$ cat config.mk
export PLATFORM = sky130hd
export DESIGN_NAME = bcf_ram
export DESIGN_NICKNAME = d
export VERILOG_FILES = /design/src/design/bcf_ram.sv
export SDC_FILE = /design/constraint.sdc
export NUM_CORES = 1
export LEC_CHECK = 0
export ABC_CLOCK_PERIOD_IN_PS = 1180
export BUFFER_PORTS_ARGS = -buffer_cell sky130_fd_sc_hd__buf_2
export CAP_MARGIN = 20
export CELL_PAD_IN_SITES_DETAIL_PLACEMENT = 1
export CELL_PAD_IN_SITES_GLOBAL_PLACEMENT = 2
export CORE_ASPECT_RATIO = 0.6
export CORE_UTILIZATION = 40
export CTS_BUF_LIST = sky130_fd_sc_hd__clkbuf_2 sky130_fd_sc_hd__clkbuf_4 sky130_fd_sc_hd__clkbuf_8
export DETAILED_ROUTE_END_ITERATION = 10
export PLACE_DENSITY = 0.84
export SLEW_MARGIN = 10
export SYNTH_ARGS = -nofsm -noshare
export SYNTH_HDL_FRONTEND = slang
export SYNTH_SLANG_ARGS = --single-unit
export TNS_END_PERCENT = 30
$ cat constraint.sdc
create_clock -name clk -period 1.18 [get_ports clk]
set_input_delay 0.236 -clock clk [delete_from_list [all_inputs] [get_ports clk]]
set_output_delay 0.236 -clock clk [all_outputs]
set_load 0.005 [all_outputs]
$ cat src/design/bcf_ram.sv
// generic single write port ram with registered read
module bcf_ram #(
    parameter int WIDTH = 8,
    parameter int DEPTH = 2
) (
    input  logic                     clk,
    input  logic                     we,
    input  logic [$clog2(DEPTH)-1:0] waddr,
    input  logic [WIDTH-1:0]         wdata,
    input  logic                     re,
    input  logic [$clog2(DEPTH)-1:0] raddr,
    output logic [WIDTH-1:0]         rdata
);

    logic [WIDTH-1:0] mem [DEPTH];

    always_ff @(posedge clk)
    begin
        if (we)
        begin
            mem[waddr] <= wdata;
        end
        if (re)
        begin
            rdata <= mem[raddr];
        end
    end

endmodule

==> results of run 1 <==
[cells in the mapped netlist, drive strengths merged]
cell,instances,area (sq um)
and2,1,6.26
buf,1,11.3
edfxtp,24,721
mux2,8,120
nor2b,1,6.26
[cell families after synthesis]
logic type	Yosys count	synth area share (%)
mux	8	13.9
buf+inv	1	1.30
simple gates	2	1.45
flops	24	83.4
[cell usage in the layout (no fill, tap or decap)]
master     instances
nor2b_1            1
bufinv_16          1
edfxtp_1          24
mux2_4             8
clkbuf_4           3
buf_4              1
and2_1             1
buf_2             20
[layout make-up]
type                            count  share of cell area [%]
Clock buffer                        3                    2.15
Clock inverter                      1                    2.86
Multi-Input combinational cell     10                    12.6
Sequential cell                    24                    68.7
Tap cell                           28                    3.34
Timing Repair Buffer               21                    10.3
[sequential cells by signal, indices dropped and copies added (netlist names)]
signal / count
mem: 16
rdata: 8
[how the worst min path moves through the flow]
stage                         from  cells past startpoint  slack [ns]        end
final                     wdata[4]                      1         0.1  mem[0][4]
after global routing      wdata[4]                      1        0.08  mem[0][4]
after CTS                 wdata[4]                      1        0.09  mem[0][4]
after detailed placement  wdata[4]                      1        0.43  mem[1][4]
after global placement    wdata[6]                      1        0.42  mem[1][6]
after floorplan           wdata[0]                      0        0.33  mem[0][0]
[where the power goes]
| group | switching [mW] | leakage, nW | internal [mW] |
|---|---|---|---|
| logic | 0.0455 | 0.154 | 0.0666 |
| clock network | 0.242 | 0.0279 | 0.344 |
| registers | 0.0180 | 0.228 | 1.01 |
| total | 0.305 | 0.411 | 1.42 |
[layer usage]
layer / vias up / track usage, % / share of wire [%] / wire length (um)
met5: - / 0 / 0 / 0
met4: 0 / 8.33 / 2.7 / 34
met3: 4 / 7.43 / 6.8 / 86
met2: 17 / 19.7 / 45 / 574
met1: 183 / 14.9 / 45 / 567
li1: 183 / - / - / -
[through the flow]
stage | hold slack [ns] | utilization (%)
2_1_floorplan | 0.335 | -
3_3_place_gp | 0.424 | 51.4
3_5_place_dp | 0.428 | 51.4
4_1_cts | 0.0871 | 54.1
5_1_grt | 0.0751 | 54.1
6_report | 0.0951 | 54.1
==> run_summary.xml, run 1 <==
<?xml version="1.0" encoding="UTF-8"?>
<metrics>
  <group name="setup_path">
    <metric name="critical_path_class" unit="">register to output port</metric>
    <metric name="reg2regPathDepth" unit="">1</metric>
    <metric name="reg2reg_from" unit="">mem[0][0]</metric>
    <metric name="required" unit="ns">0.94</metric>
    <metric name="worst_setup_path_startpoint" unit="">rdata[4]</metric>
    <metric name="worst_path_max_delay_cell" unit="">edfxtp_1</metric>
    <metric name="endpoint" unit="">rdata[4]</metric>
    <metric name="timing.critical_path.to_type" unit="">output port</metric>
    <metric name="cpPeakStageDelay" unit="ns">0.38</metric>
    <metric name="critical_path.top_delay_family" unit="">flip-flops</metric>
    <metric name="cp_cell_sequence" unit="">buf_2</metric>
    <metric name="cp-start-kind" unit="">register</metric>
    <metric name="crit-reg2reg-capture" unit="">rdata[0]</metric>
    <metric name="worst-path-max-fanout" unit="">1</metric>
    <metric name="crit_cells" unit="">1</metric>
    <metric name="worst_ep_arrival_time" unit="ns">0.83</metric>
    <metric name="critical_path_buf_inv_count" unit="">1</metric>
    <metric name="setup.reg_to_reg.worst_slack" unit="ns">0.24</metric>
  </group>
  <group name="clock_network">
    <metric name="clock_tree_from_tritoncts" unit="">done</metric>
    <metric name="post-cts-setup-buffers" unit="">0</metric>
    <metric name="number_of_cts_inserted_buffers" unit="">3</metric>
    <metric name="hold_buffers" unit="">0</metric>
    <metric name="number_of_sinks_on_the_clock_net" unit="">24</metric>
    <metric name="htree_num_levels" unit="">1</metric>
    <metric name="clk_latency" unit="ns">0.32</metric>
    <metric name="cts_repair_resize_count" unit="">0</metric>
    <metric name="clock_root_buffer" unit="">clkbuf_4</metric>
    <metric name="worst_setup_hold_path_clk_slew" unit="ns">0.13</metric>
    <metric name="cts_buffer_depth" unit="">2</metric>
  </group>
  <group name="drt">
    <metric name="vias_per_cell" unit="">4.45</metric>
    <metric name="finalWirelength" unit="um">1260</metric>
    <metric name="drt.antenna.violating_nets" unit="">0</metric>
    <metric name="wl_per_cell" unit="um">14.5</metric>
    <metric name="dr.pass1.iters" unit="">2</metric>
    <metric name="drc" unit="">0</metric>
    <metric name="routed_via_count" unit="">387</metric>
    <metric name="initialDrtViolationCount" unit="">5</metric>
  </group>
  <group name="sta">
    <metric name="final.min_clock_period" unit="ns">1.07</metric>
    <metric name="final-max-slew-violation-count" unit="">0</metric>
    <metric name="final_min_period_over_clock_period" unit="%">90.5</metric>
    <metric name="final.setup.worst_slack" unit="ns">0.112</metric>
    <metric name="report.final.hold_viol_count" unit="">0</metric>
    <metric name="timing.fmax" unit="MHz">937</metric>
    <metric name="worstMarginPinSlew" unit="ns">0.357</metric>
    <metric name="rsz0062_at_grt" unit="">no</metric>
    <metric name="finalSetupViolCount" unit="">0</metric>
    <metric name="relSlewSlack" unit="%">76.2</metric>
    <metric name="final.setup.tns" unit="ns">0</metric>
    <metric name="fin_worst_skew" unit="ns">0.00463</metric>
  </group>
  <group name="run_status">
    <metric name="status" unit="">complete, no violations</metric>
  </group>
  <group name="synth">
    <metric name="synth_fp_nets" unit="">48</metric>
    <metric name="synth_area_per_cell" unit="sq um">24.7</metric>
    <metric name="synthCells" unit="">35</metric>
    <metric name="synth.yosys.seq_area_share" unit="%">83.4</metric>
    <metric name="synth.cell_area" unit="sq um">865</metric>
    <metric name="synth.yosys.warnings" unit="">0</metric>
    <metric name="ys_seq_elements" unit="">24</metric>
    <metric name="yosys.cell_types.count" unit="">5</metric>
  </group>
  <group name="placed_design">
    <metric name="detailedPlace.worstSlack" unit="ns">0.120</metric>
    <metric name="placed_cells" unit="">83</metric>
    <metric name="globalplace.congestion" unit="">0.615</metric>
    <metric name="dpl_cell_area" unit="sq um">996</metric>
    <metric name="port_buffers" unit="">20</metric>
  </group>
  <group name="grt">
    <metric name="grt_start_max_net_pins" unit="">15</metric>
    <metric name="gr-total-overflow" unit="">0</metric>
    <metric name="grt_first_pass_wirelength" unit="um">1870</metric>
    <metric name="grt_util_all_layers" unit="%">13.3</metric>
    <metric name="grt_pass1_vias" unit="">367</metric>
    <metric name="antenna_found_initial" unit="">0</metric>
  </group>
  <group name="finish">
    <metric name="final_layout_size_suffix_gt1_share" unit="%">55.9</metric>
    <metric name="area_growth_syn_to_layout" unit="%">21.3</metric>
    <metric name="number_of_fill_cells_in_the_layout" unit="">180</metric>
    <metric name="seqCellArea" unit="sq um">721</metric>
    <metric name="antennaDiodeCount" unit="">0</metric>
    <metric name="fin_cells" unit="">87</metric>
    <metric name="multiInputGateArea" unit="sq um">133</metric>
    <metric name="postLayoutCellArea" unit="sq um">1050</metric>
    <metric name="num-nets-final" unit="">73</metric>
  </group>
  <group name="floorplan">
    <metric name="initial_core_util" unit="%">44.6</metric>
    <metric name="fp.dieW" unit="um">62.0</metric>
    <metric name="ioPinCount" unit="">21</metric>
    <metric name="row_count" unit="">12</metric>
    <metric name="design.die.area" unit="sq um">2360</metric>
    <metric name="core_region_area" unit="sq um">1940</metric>
    <metric name="height_of_the_die" unit="um">38.0</metric>
  </group>
  <group name="worst_hold_path">
    <metric name="min-delay-path-class" unit="">input port to register</metric>
  </group>
  <group name="power">
    <metric name="total_power_of_the_final_layout" unit="mW">1.72</metric>
    <metric name="power_density" unit="nW/um^2">1640</metric>
    <metric name="vdd_drop_max" unit="mV">0.611</metric>
    <metric name="p_leak" unit="nW">0.411</metric>
  </group>
  <group name="job">
    <metric name="max-cap-violations" unit="">0</metric>
  </group>
</metrics>
Power figures use the tool's default switching activity.
==> run 2: changes to the inputs <==
Settings changed: RECOVER_POWER from default to 25.
==> run_summary.xml, run 2 (same netlist as run 1, synthesis figures left out) <==
<?xml version="1.0" encoding="UTF-8"?>
<metrics>
  <group name="grt">
    <metric name="antenna_found_initial" unit="">0</metric>
    <metric name="grt_met3_usage" unit="%">7.43</metric>
    <metric name="gr-max-usage-layer" unit="">met2</metric>
    <metric name="grt_first_pass_wirelength" unit="um">1870</metric>
    <metric name="gr-total-overflow" unit="">0</metric>
    <metric name="met1_usage" unit="%">14.9</metric>
    <metric name="gr-usage-met2" unit="%">19.7</metric>
    <metric name="grt_start_max_net_pins" unit="">15</metric>
    <metric name="grt_util_all_layers" unit="%">13.3</metric>
    <metric name="grt_pass1_vias" unit="">367</metric>
  </group>
  <group name="finish">
    <metric name="num-nets-final" unit="">73</metric>
    <metric name="layout_top_registers" unit="">mem: 16 flops, rdata: 8 flops</metric>
    <metric name="max_flop_register" unit="">mem</metric>
    <metric name="largest_register_ffs" unit="">16</metric>
    <metric name="area_growth_syn_to_layout" unit="%">21.0</metric>
    <metric name="antennaDiodeCount" unit="">0</metric>
    <metric name="layout_common_cells" unit="">edfxtp_1, buf_2, mux2_4</metric>
    <metric name="final_layout_size_suffix_gt1_share" unit="%">52.5</metric>
    <metric name="mostFrequentLayoutCell" unit="">edfxtp_1</metric>
    <metric name="fin_cells" unit="">87</metric>
    <metric name="number_of_fill_cells_in_the_layout" unit="">182</metric>
  </group>
  <group name="power">
    <metric name="vdd_drop_max" unit="mV">0.611</metric>
    <metric name="p_leak" unit="nW">0.405</metric>
    <metric name="power_density" unit="nW/um^2">1650</metric>
  </group>
  <group name="clock_network">
    <metric name="number_of_sinks_on_the_clock_net" unit="">24</metric>
    <metric name="worst_setup_hold_path_clk_slew" unit="ns">0.13</metric>
    <metric name="hold_buffers" unit="">0</metric>
    <metric name="number_of_cts_inserted_buffers" unit="">3</metric>
    <metric name="clk_latency" unit="ns">0.32</metric>
    <metric name="htree_num_levels" unit="">1</metric>
    <metric name="cts_buffer_depth" unit="">2</metric>
    <metric name="post-cts-setup-buffers" unit="">0</metric>
    <metric name="clock_tree_from_tritoncts" unit="">done</metric>
    <metric name="clock_root_buffer" unit="">clkbuf_4</metric>
    <metric name="cts_repair_resize_count" unit="">0</metric>
  </group>
  <group name="setup_path">
    <metric name="cpPeakStageDelay" unit="ns">0.38</metric>
    <metric name="cp_cell_sequence" unit="">buf_2</metric>
    <metric name="worst_path_max_delay_cell" unit="">edfxtp_1</metric>
    <metric name="required" unit="ns">0.94</metric>
    <metric name="worst_ep_arrival_time" unit="ns">0.83</metric>
    <metric name="critical_path_buf_inv_count" unit="">1</metric>
    <metric name="cp-start-kind" unit="">register</metric>
    <metric name="critical_path.top_delay_family" unit="">flip-flops</metric>
    <metric name="timing.critical_path.to_type" unit="">output port</metric>
    <metric name="worst-path-max-fanout" unit="">1</metric>
    <metric name="critical_path_class" unit="">register to output port</metric>
  </group>
  <group name="sta">
    <metric name="relSlewSlack" unit="%">76.2</metric>
    <metric name="final-max-slew-violation-count" unit="">0</metric>
    <metric name="finalSetupViolCount" unit="">0</metric>
    <metric name="report.final.hold_viol_count" unit="">0</metric>
    <metric name="rsz0062_at_grt" unit="">no</metric>
    <metric name="timing.fmax" unit="MHz">937</metric>
    <metric name="final.min_clock_period" unit="ns">1.07</metric>
    <metric name="final.setup.tns" unit="ns">0</metric>
    <metric name="fin_worst_skew" unit="ns">0.00463</metric>
    <metric name="worstMarginPinSlew" unit="ns">0.357</metric>
    <metric name="final_min_period_over_clock_period" unit="%">90.5</metric>
  </group>
  <group name="placed_design">
    <metric name="globalplace.congestion" unit="">0.615</metric>
    <metric name="placed_cells" unit="">83</metric>
    <metric name="port_buffers" unit="">20</metric>
  </group>
  <group name="worst_hold_path">
    <metric name="min-delay-path-class" unit="">input port to register</metric>
  </group>
  <group name="floorplan">
    <metric name="ioPinCount" unit="">21</metric>
    <metric name="design.die.area" unit="sq um">2360</metric>
    <metric name="height_of_the_die" unit="um">38.0</metric>
    <metric name="row_count" unit="">12</metric>
    <metric name="fp.dieW" unit="um">62.0</metric>
    <metric name="core_region_area" unit="sq um">1940</metric>
    <metric name="initial_core_util" unit="%">44.6</metric>
  </group>
  <group name="drt">
    <metric name="routed_via_count" unit="">387</metric>
    <metric name="drc" unit="">0</metric>
    <metric name="initialDrtViolationCount" unit="">5</metric>
    <metric name="wl_per_cell" unit="um">14.5</metric>
    <metric name="drt.antenna.violating_nets" unit="">0</metric>
    <metric name="dr.pass1.iters" unit="">2</metric>
    <metric name="vias_per_cell" unit="">4.45</metric>
    <metric name="finalWirelength" unit="um">1260</metric>
  </group>
  <group name="run_status">
    <metric name="status" unit="">complete, no violations</metric>
  </group>
  <group name="job">
    <metric name="max-cap-violations" unit="">0</metric>
  </group>
</metrics>
[run 2: cell types whose count changed in the layout (fill, tap and decap cells not counted), sizes merged]
cell,delta
clkbuf,+2
buf,-2
[run 2: metal layers]
metal | up-vias | wire length (um) | share of wire (%)
met1 | 183 | 561 | 45
met4 | 0 | 34 | 2.7
met5 | - | 0 | 0
li1 | 183 | - | -
met3 | 4 | 86 | 6.8
met2 | 17 | 575 | 46
[run 2: worst paths after layout]
| path | end | cells past startpoint | start | slack, ns |
|---|---|---|---|---|
| setup / recovery | rdata[4] | 1 | rdata[4] | 0.11 |
| hold / removal | mem[0][4] | 1 | wdata[4] | 0.1 |
| setup reg to reg | rdata[0] | 1 | mem[0][0] | 0.24 |
| hold reg to reg | rdata[6] | 1 | mem[0][6] | 0.57 |
[run 2: area by class of cell]
class / count / area [sq um] / share of cell area, %
Multi-Input combinational cell: 10 / 133 / 12.7
Timing Repair Buffer: 21 / 105 / 10.0
Sequential cell: 24 / 721 / 68.9
Clock buffer: 3 / 22.5 / 2.15
Clock inverter: 1 / 30.0 / 2.87
Tap cell: 28 / 35.0 / 3.35
[run 2: per-stage QoR]
step / area (sq um) / setup WS (ns) / power [mW] / hold slack [ns] / util [%]
5_1_grt: 1050 / 0.0595 / 1.77 / 0.0751 / 54.0
6_report: 1050 / 0.112 / 1.72 / 0.0951 / 54.0
4_1_cts: 1050 / 0.0908 / 1.74 / 0.0871 / 54.1
3_5_place_dp: 996 / 0.120 / 1.16 / 0.428 / 51.4
3_3_place_gp: 996 / 0.133 / 1.15 / 0.424 / 51.4
2_1_floorplan: 865 / 0.151 / 1.10 / 0.335 / -
[run 2: report_power, final]
| group | leakage [nW] | internal, mW | switching, mW |
|---|---|---|---|
| Clock | 0.0279 | 0.344 | 0.242 |
| Sequential | 0.228 | 1.01 | 0.0180 |
| Combinational | 0.149 | 0.0657 | 0.0454 |
| Total | 0.405 | 1.42 | 0.305 |
==> run 3: changes to the inputs <==
==> constraint.sdc (replaced) <==
create_clock -name clk -period 1.18 [get_ports clk]
set_input_delay 0.059 -clock clk [delete_from_list [all_inputs] [get_ports clk]]
set_output_delay 0.059 -clock clk [all_outputs]
set_load 0.005 [all_outputs]
==> run_summary.xml, run 3 (same netlist as run 1, synthesis figures left out) <==
<?xml version="1.0" encoding="UTF-8"?>
<metrics>
  <group name="grt">
    <metric name="antenna_found_initial" unit="">0</metric>
    <metric name="grt_first_pass_wirelength" unit="um">1860</metric>
    <metric name="gr-total-overflow" unit="">0</metric>
    <metric name="grt_pass1_vias" unit="">387</metric>
    <metric name="grt_start_max_net_pins" unit="">15</metric>
    <metric name="grt_util_all_layers" unit="%">12.5</metric>
  </group>
  <group name="setup_path">
    <metric name="cpPeakStageDelay" unit="ns">0.40</metric>
    <metric name="worst_path_max_delay_cell" unit="">edfxtp_1</metric>
    <metric name="crit-reg2reg-capture" unit="">rdata[7]</metric>
    <metric name="reg2regPathDepth" unit="">1</metric>
    <metric name="cp-start-kind" unit="">register</metric>
    <metric name="critical_path_class" unit="">register to register</metric>
    <metric name="timing.critical_path.to_type" unit="">register</metric>
    <metric name="setup.reg_to_reg.worst_slack" unit="ns">0.28</metric>
    <metric name="critical_path.top_delay_family" unit="">flip-flops</metric>
    <metric name="worst_ep_arrival_time" unit="ns">0.97</metric>
    <metric name="reg2reg_from" unit="">mem[1][7]</metric>
    <metric name="critical_path_buf_inv_count" unit="">0</metric>
    <metric name="cp_cell_sequence" unit="">mux2_4</metric>
    <metric name="required" unit="ns">1.26</metric>
    <metric name="worst-path-max-fanout" unit="">1</metric>
  </group>
  <group name="clock_network">
    <metric name="clk_latency" unit="ns">0.31</metric>
    <metric name="clock_tree_from_tritoncts" unit="">done</metric>
    <metric name="number_of_sinks_on_the_clock_net" unit="">24</metric>
    <metric name="hold_buffers" unit="">8</metric>
    <metric name="htree_num_levels" unit="">1</metric>
    <metric name="clock_root_buffer" unit="">clkbuf_4</metric>
    <metric name="worst_setup_hold_path_clk_slew" unit="ns">0.12</metric>
    <metric name="cts_repair_resize_count" unit="">0</metric>
    <metric name="number_of_cts_inserted_buffers" unit="">3</metric>
    <metric name="cts_buffer_depth" unit="">2</metric>
    <metric name="post-cts-setup-buffers" unit="">0</metric>
  </group>
  <group name="drt">
    <metric name="initialDrtViolationCount" unit="">11</metric>
    <metric name="routed_via_count" unit="">417</metric>
    <metric name="wl_per_cell" unit="um">13.0</metric>
    <metric name="finalWirelength" unit="um">1230</metric>
    <metric name="dr.pass1.iters" unit="">4</metric>
    <metric name="vias_per_cell" unit="">4.39</metric>
    <metric name="drc" unit="">0</metric>
    <metric name="drt.antenna.violating_nets" unit="">0</metric>
  </group>
  <group name="sta">
    <metric name="timing.fmax" unit="MHz">1110</metric>
    <metric name="final.setup.tns" unit="ns">0</metric>
    <metric name="final.setup.worst_slack" unit="ns">0.283</metric>
    <metric name="relSlewSlack" unit="%">70.1</metric>
    <metric name="worstMarginPinSlew" unit="ns">0.448</metric>
    <metric name="report.final.hold_viol_count" unit="">0</metric>
    <metric name="finalSetupViolCount" unit="">0</metric>
    <metric name="rsz0062_at_grt" unit="">no</metric>
    <metric name="fin_worst_skew" unit="ns">0.00479</metric>
    <metric name="final.min_clock_period" unit="ns">0.897</metric>
    <metric name="final_min_period_over_clock_period" unit="%">76.0</metric>
    <metric name="final-max-slew-violation-count" unit="">0</metric>
  </group>
  <group name="worst_hold_path">
    <metric name="min-delay-path-class" unit="">input port to register</metric>
    <metric name="hold-path-cell-count" unit="">1</metric>
    <metric name="hold-path-endpoint" unit="">rdata[2]</metric>
    <metric name="hold_start" unit="">re</metric>
  </group>
  <group name="job">
    <metric name="max-cap-violations" unit="">0</metric>
  </group>
  <group name="run_status">
    <metric name="status" unit="">complete, no violations</metric>
  </group>
  <group name="floorplan">
    <metric name="initial_core_util" unit="%">44.6</metric>
    <metric name="design.die.area" unit="sq um">2360</metric>
    <metric name="ioPinCount" unit="">21</metric>
    <metric name="core_region_area" unit="sq um">1940</metric>
    <metric name="fp.dieW" unit="um">62.0</metric>
    <metric name="row_count" unit="">12</metric>
    <metric name="height_of_the_die" unit="um">38.0</metric>
  </group>
  <group name="placed_design">
    <metric name="port_buffers" unit="">20</metric>
    <metric name="detailedPlace.worstSlack" unit="ns">0.272</metric>
    <metric name="dpl_cell_area" unit="sq um">996</metric>
    <metric name="globalplace.congestion" unit="">0.596</metric>
  </group>
  <group name="power">
    <metric name="power_density" unit="nW/um^2">1540</metric>
    <metric name="p_leak" unit="nW">0.437</metric>
    <metric name="vdd_drop_max" unit="mV">1.05</metric>
  </group>
  <group name="finish">
    <metric name="max_flop_register" unit="">mem</metric>
    <metric name="final_layout_size_suffix_gt1_share" unit="%">46.3</metric>
    <metric name="largest_register_ffs" unit="">16</metric>
    <metric name="number_of_fill_cells_in_the_layout" unit="">186</metric>
    <metric name="num-nets-final" unit="">81</metric>
    <metric name="antennaDiodeCount" unit="">0</metric>
    <metric name="multiInputGateArea" unit="sq um">133</metric>
    <metric name="layout_common_cells" unit="">edfxtp_1, buf_2, mux2_4, dlygate4sd3_1, clkbuf_4</metric>
    <metric name="layout_top_registers" unit="">mem: 16 flops, rdata: 8 flops</metric>
    <metric name="area_growth_syn_to_layout" unit="%">30.0</metric>
    <metric name="mostFrequentLayoutCell" unit="">edfxtp_1</metric>
    <metric name="seqCellArea" unit="sq um">721</metric>
    <metric name="postLayoutCellArea" unit="sq um">1120</metric>
  </group>
</metrics>
[run 3: cell count changes in the layout (fill, tap and decap cells not counted), sizes merged]
cell	change
dlygate4sd3	+8
[run 3: area by class of cell]
cell class	count	area share (%)
Tap cell	28	3.12
Clock buffer	3	2.00
Multi-Input combinational cell	10	11.8
Sequential cell	24	64.1
Timing Repair Buffer	29	16.3
Clock inverter	1	2.67
[run 3: metrics by stage]
| stage | util [%] | instances | total power, mW | hold slack [ns] |
|---|---|---|---|---|
| final | 58.0 | 95 | 1.73 | 0.149 |
| after CTS | 58.3 | 95 | 1.75 | 0.0673 |
| after detailed placement | 51.4 | 83 | 1.16 | 0.253 |
| after floorplan | - | 35 | 1.10 | 0.158 |
| after global routing | 58.0 | 95 | 1.79 | 0.164 |
| after global placement | 51.4 | 83 | 1.15 | 0.247 |
[run 3: metal layers]
layer	GRT usage (%)	vias to the layer above	wire (um)
met5	0	-	0
met4	3.33	0	0
met3	6.08	0	77
met2	20.7	19	640
met1	14.5	197	514
li1	-	201	-
[run 3: power breakdown]
| part | switching [mW] | total, mW | internal [mW] |
|---|---|---|---|
| registers | 0.0137 | 1.02 | 1.01 |
| logic | 0.0524 | 0.134 | 0.0819 |
| clock network | 0.228 | 0.571 | 0.343 |
[run 3: worst max-delay path by stage]
| stage | start | endpoint | slack, ns | cells past startpoint |
|---|---|---|---|---|
| 6_report | mem[1][7] | rdata[7] | 0.28 | 1 |
| 2_1_floorplan | we | mem[0][0] | 0.33 | 1 |
| 4_1_cts | mem[1][7] | rdata[7] | 0.26 | 1 |
| 3_3_place_gp | raddr | rdata[7] | 0.27 | 2 |
| 3_5_place_dp | raddr | rdata[7] | 0.27 | 2 |
| 5_1_grt | rdata[1] | rdata[1] | 0.24 | 1 |
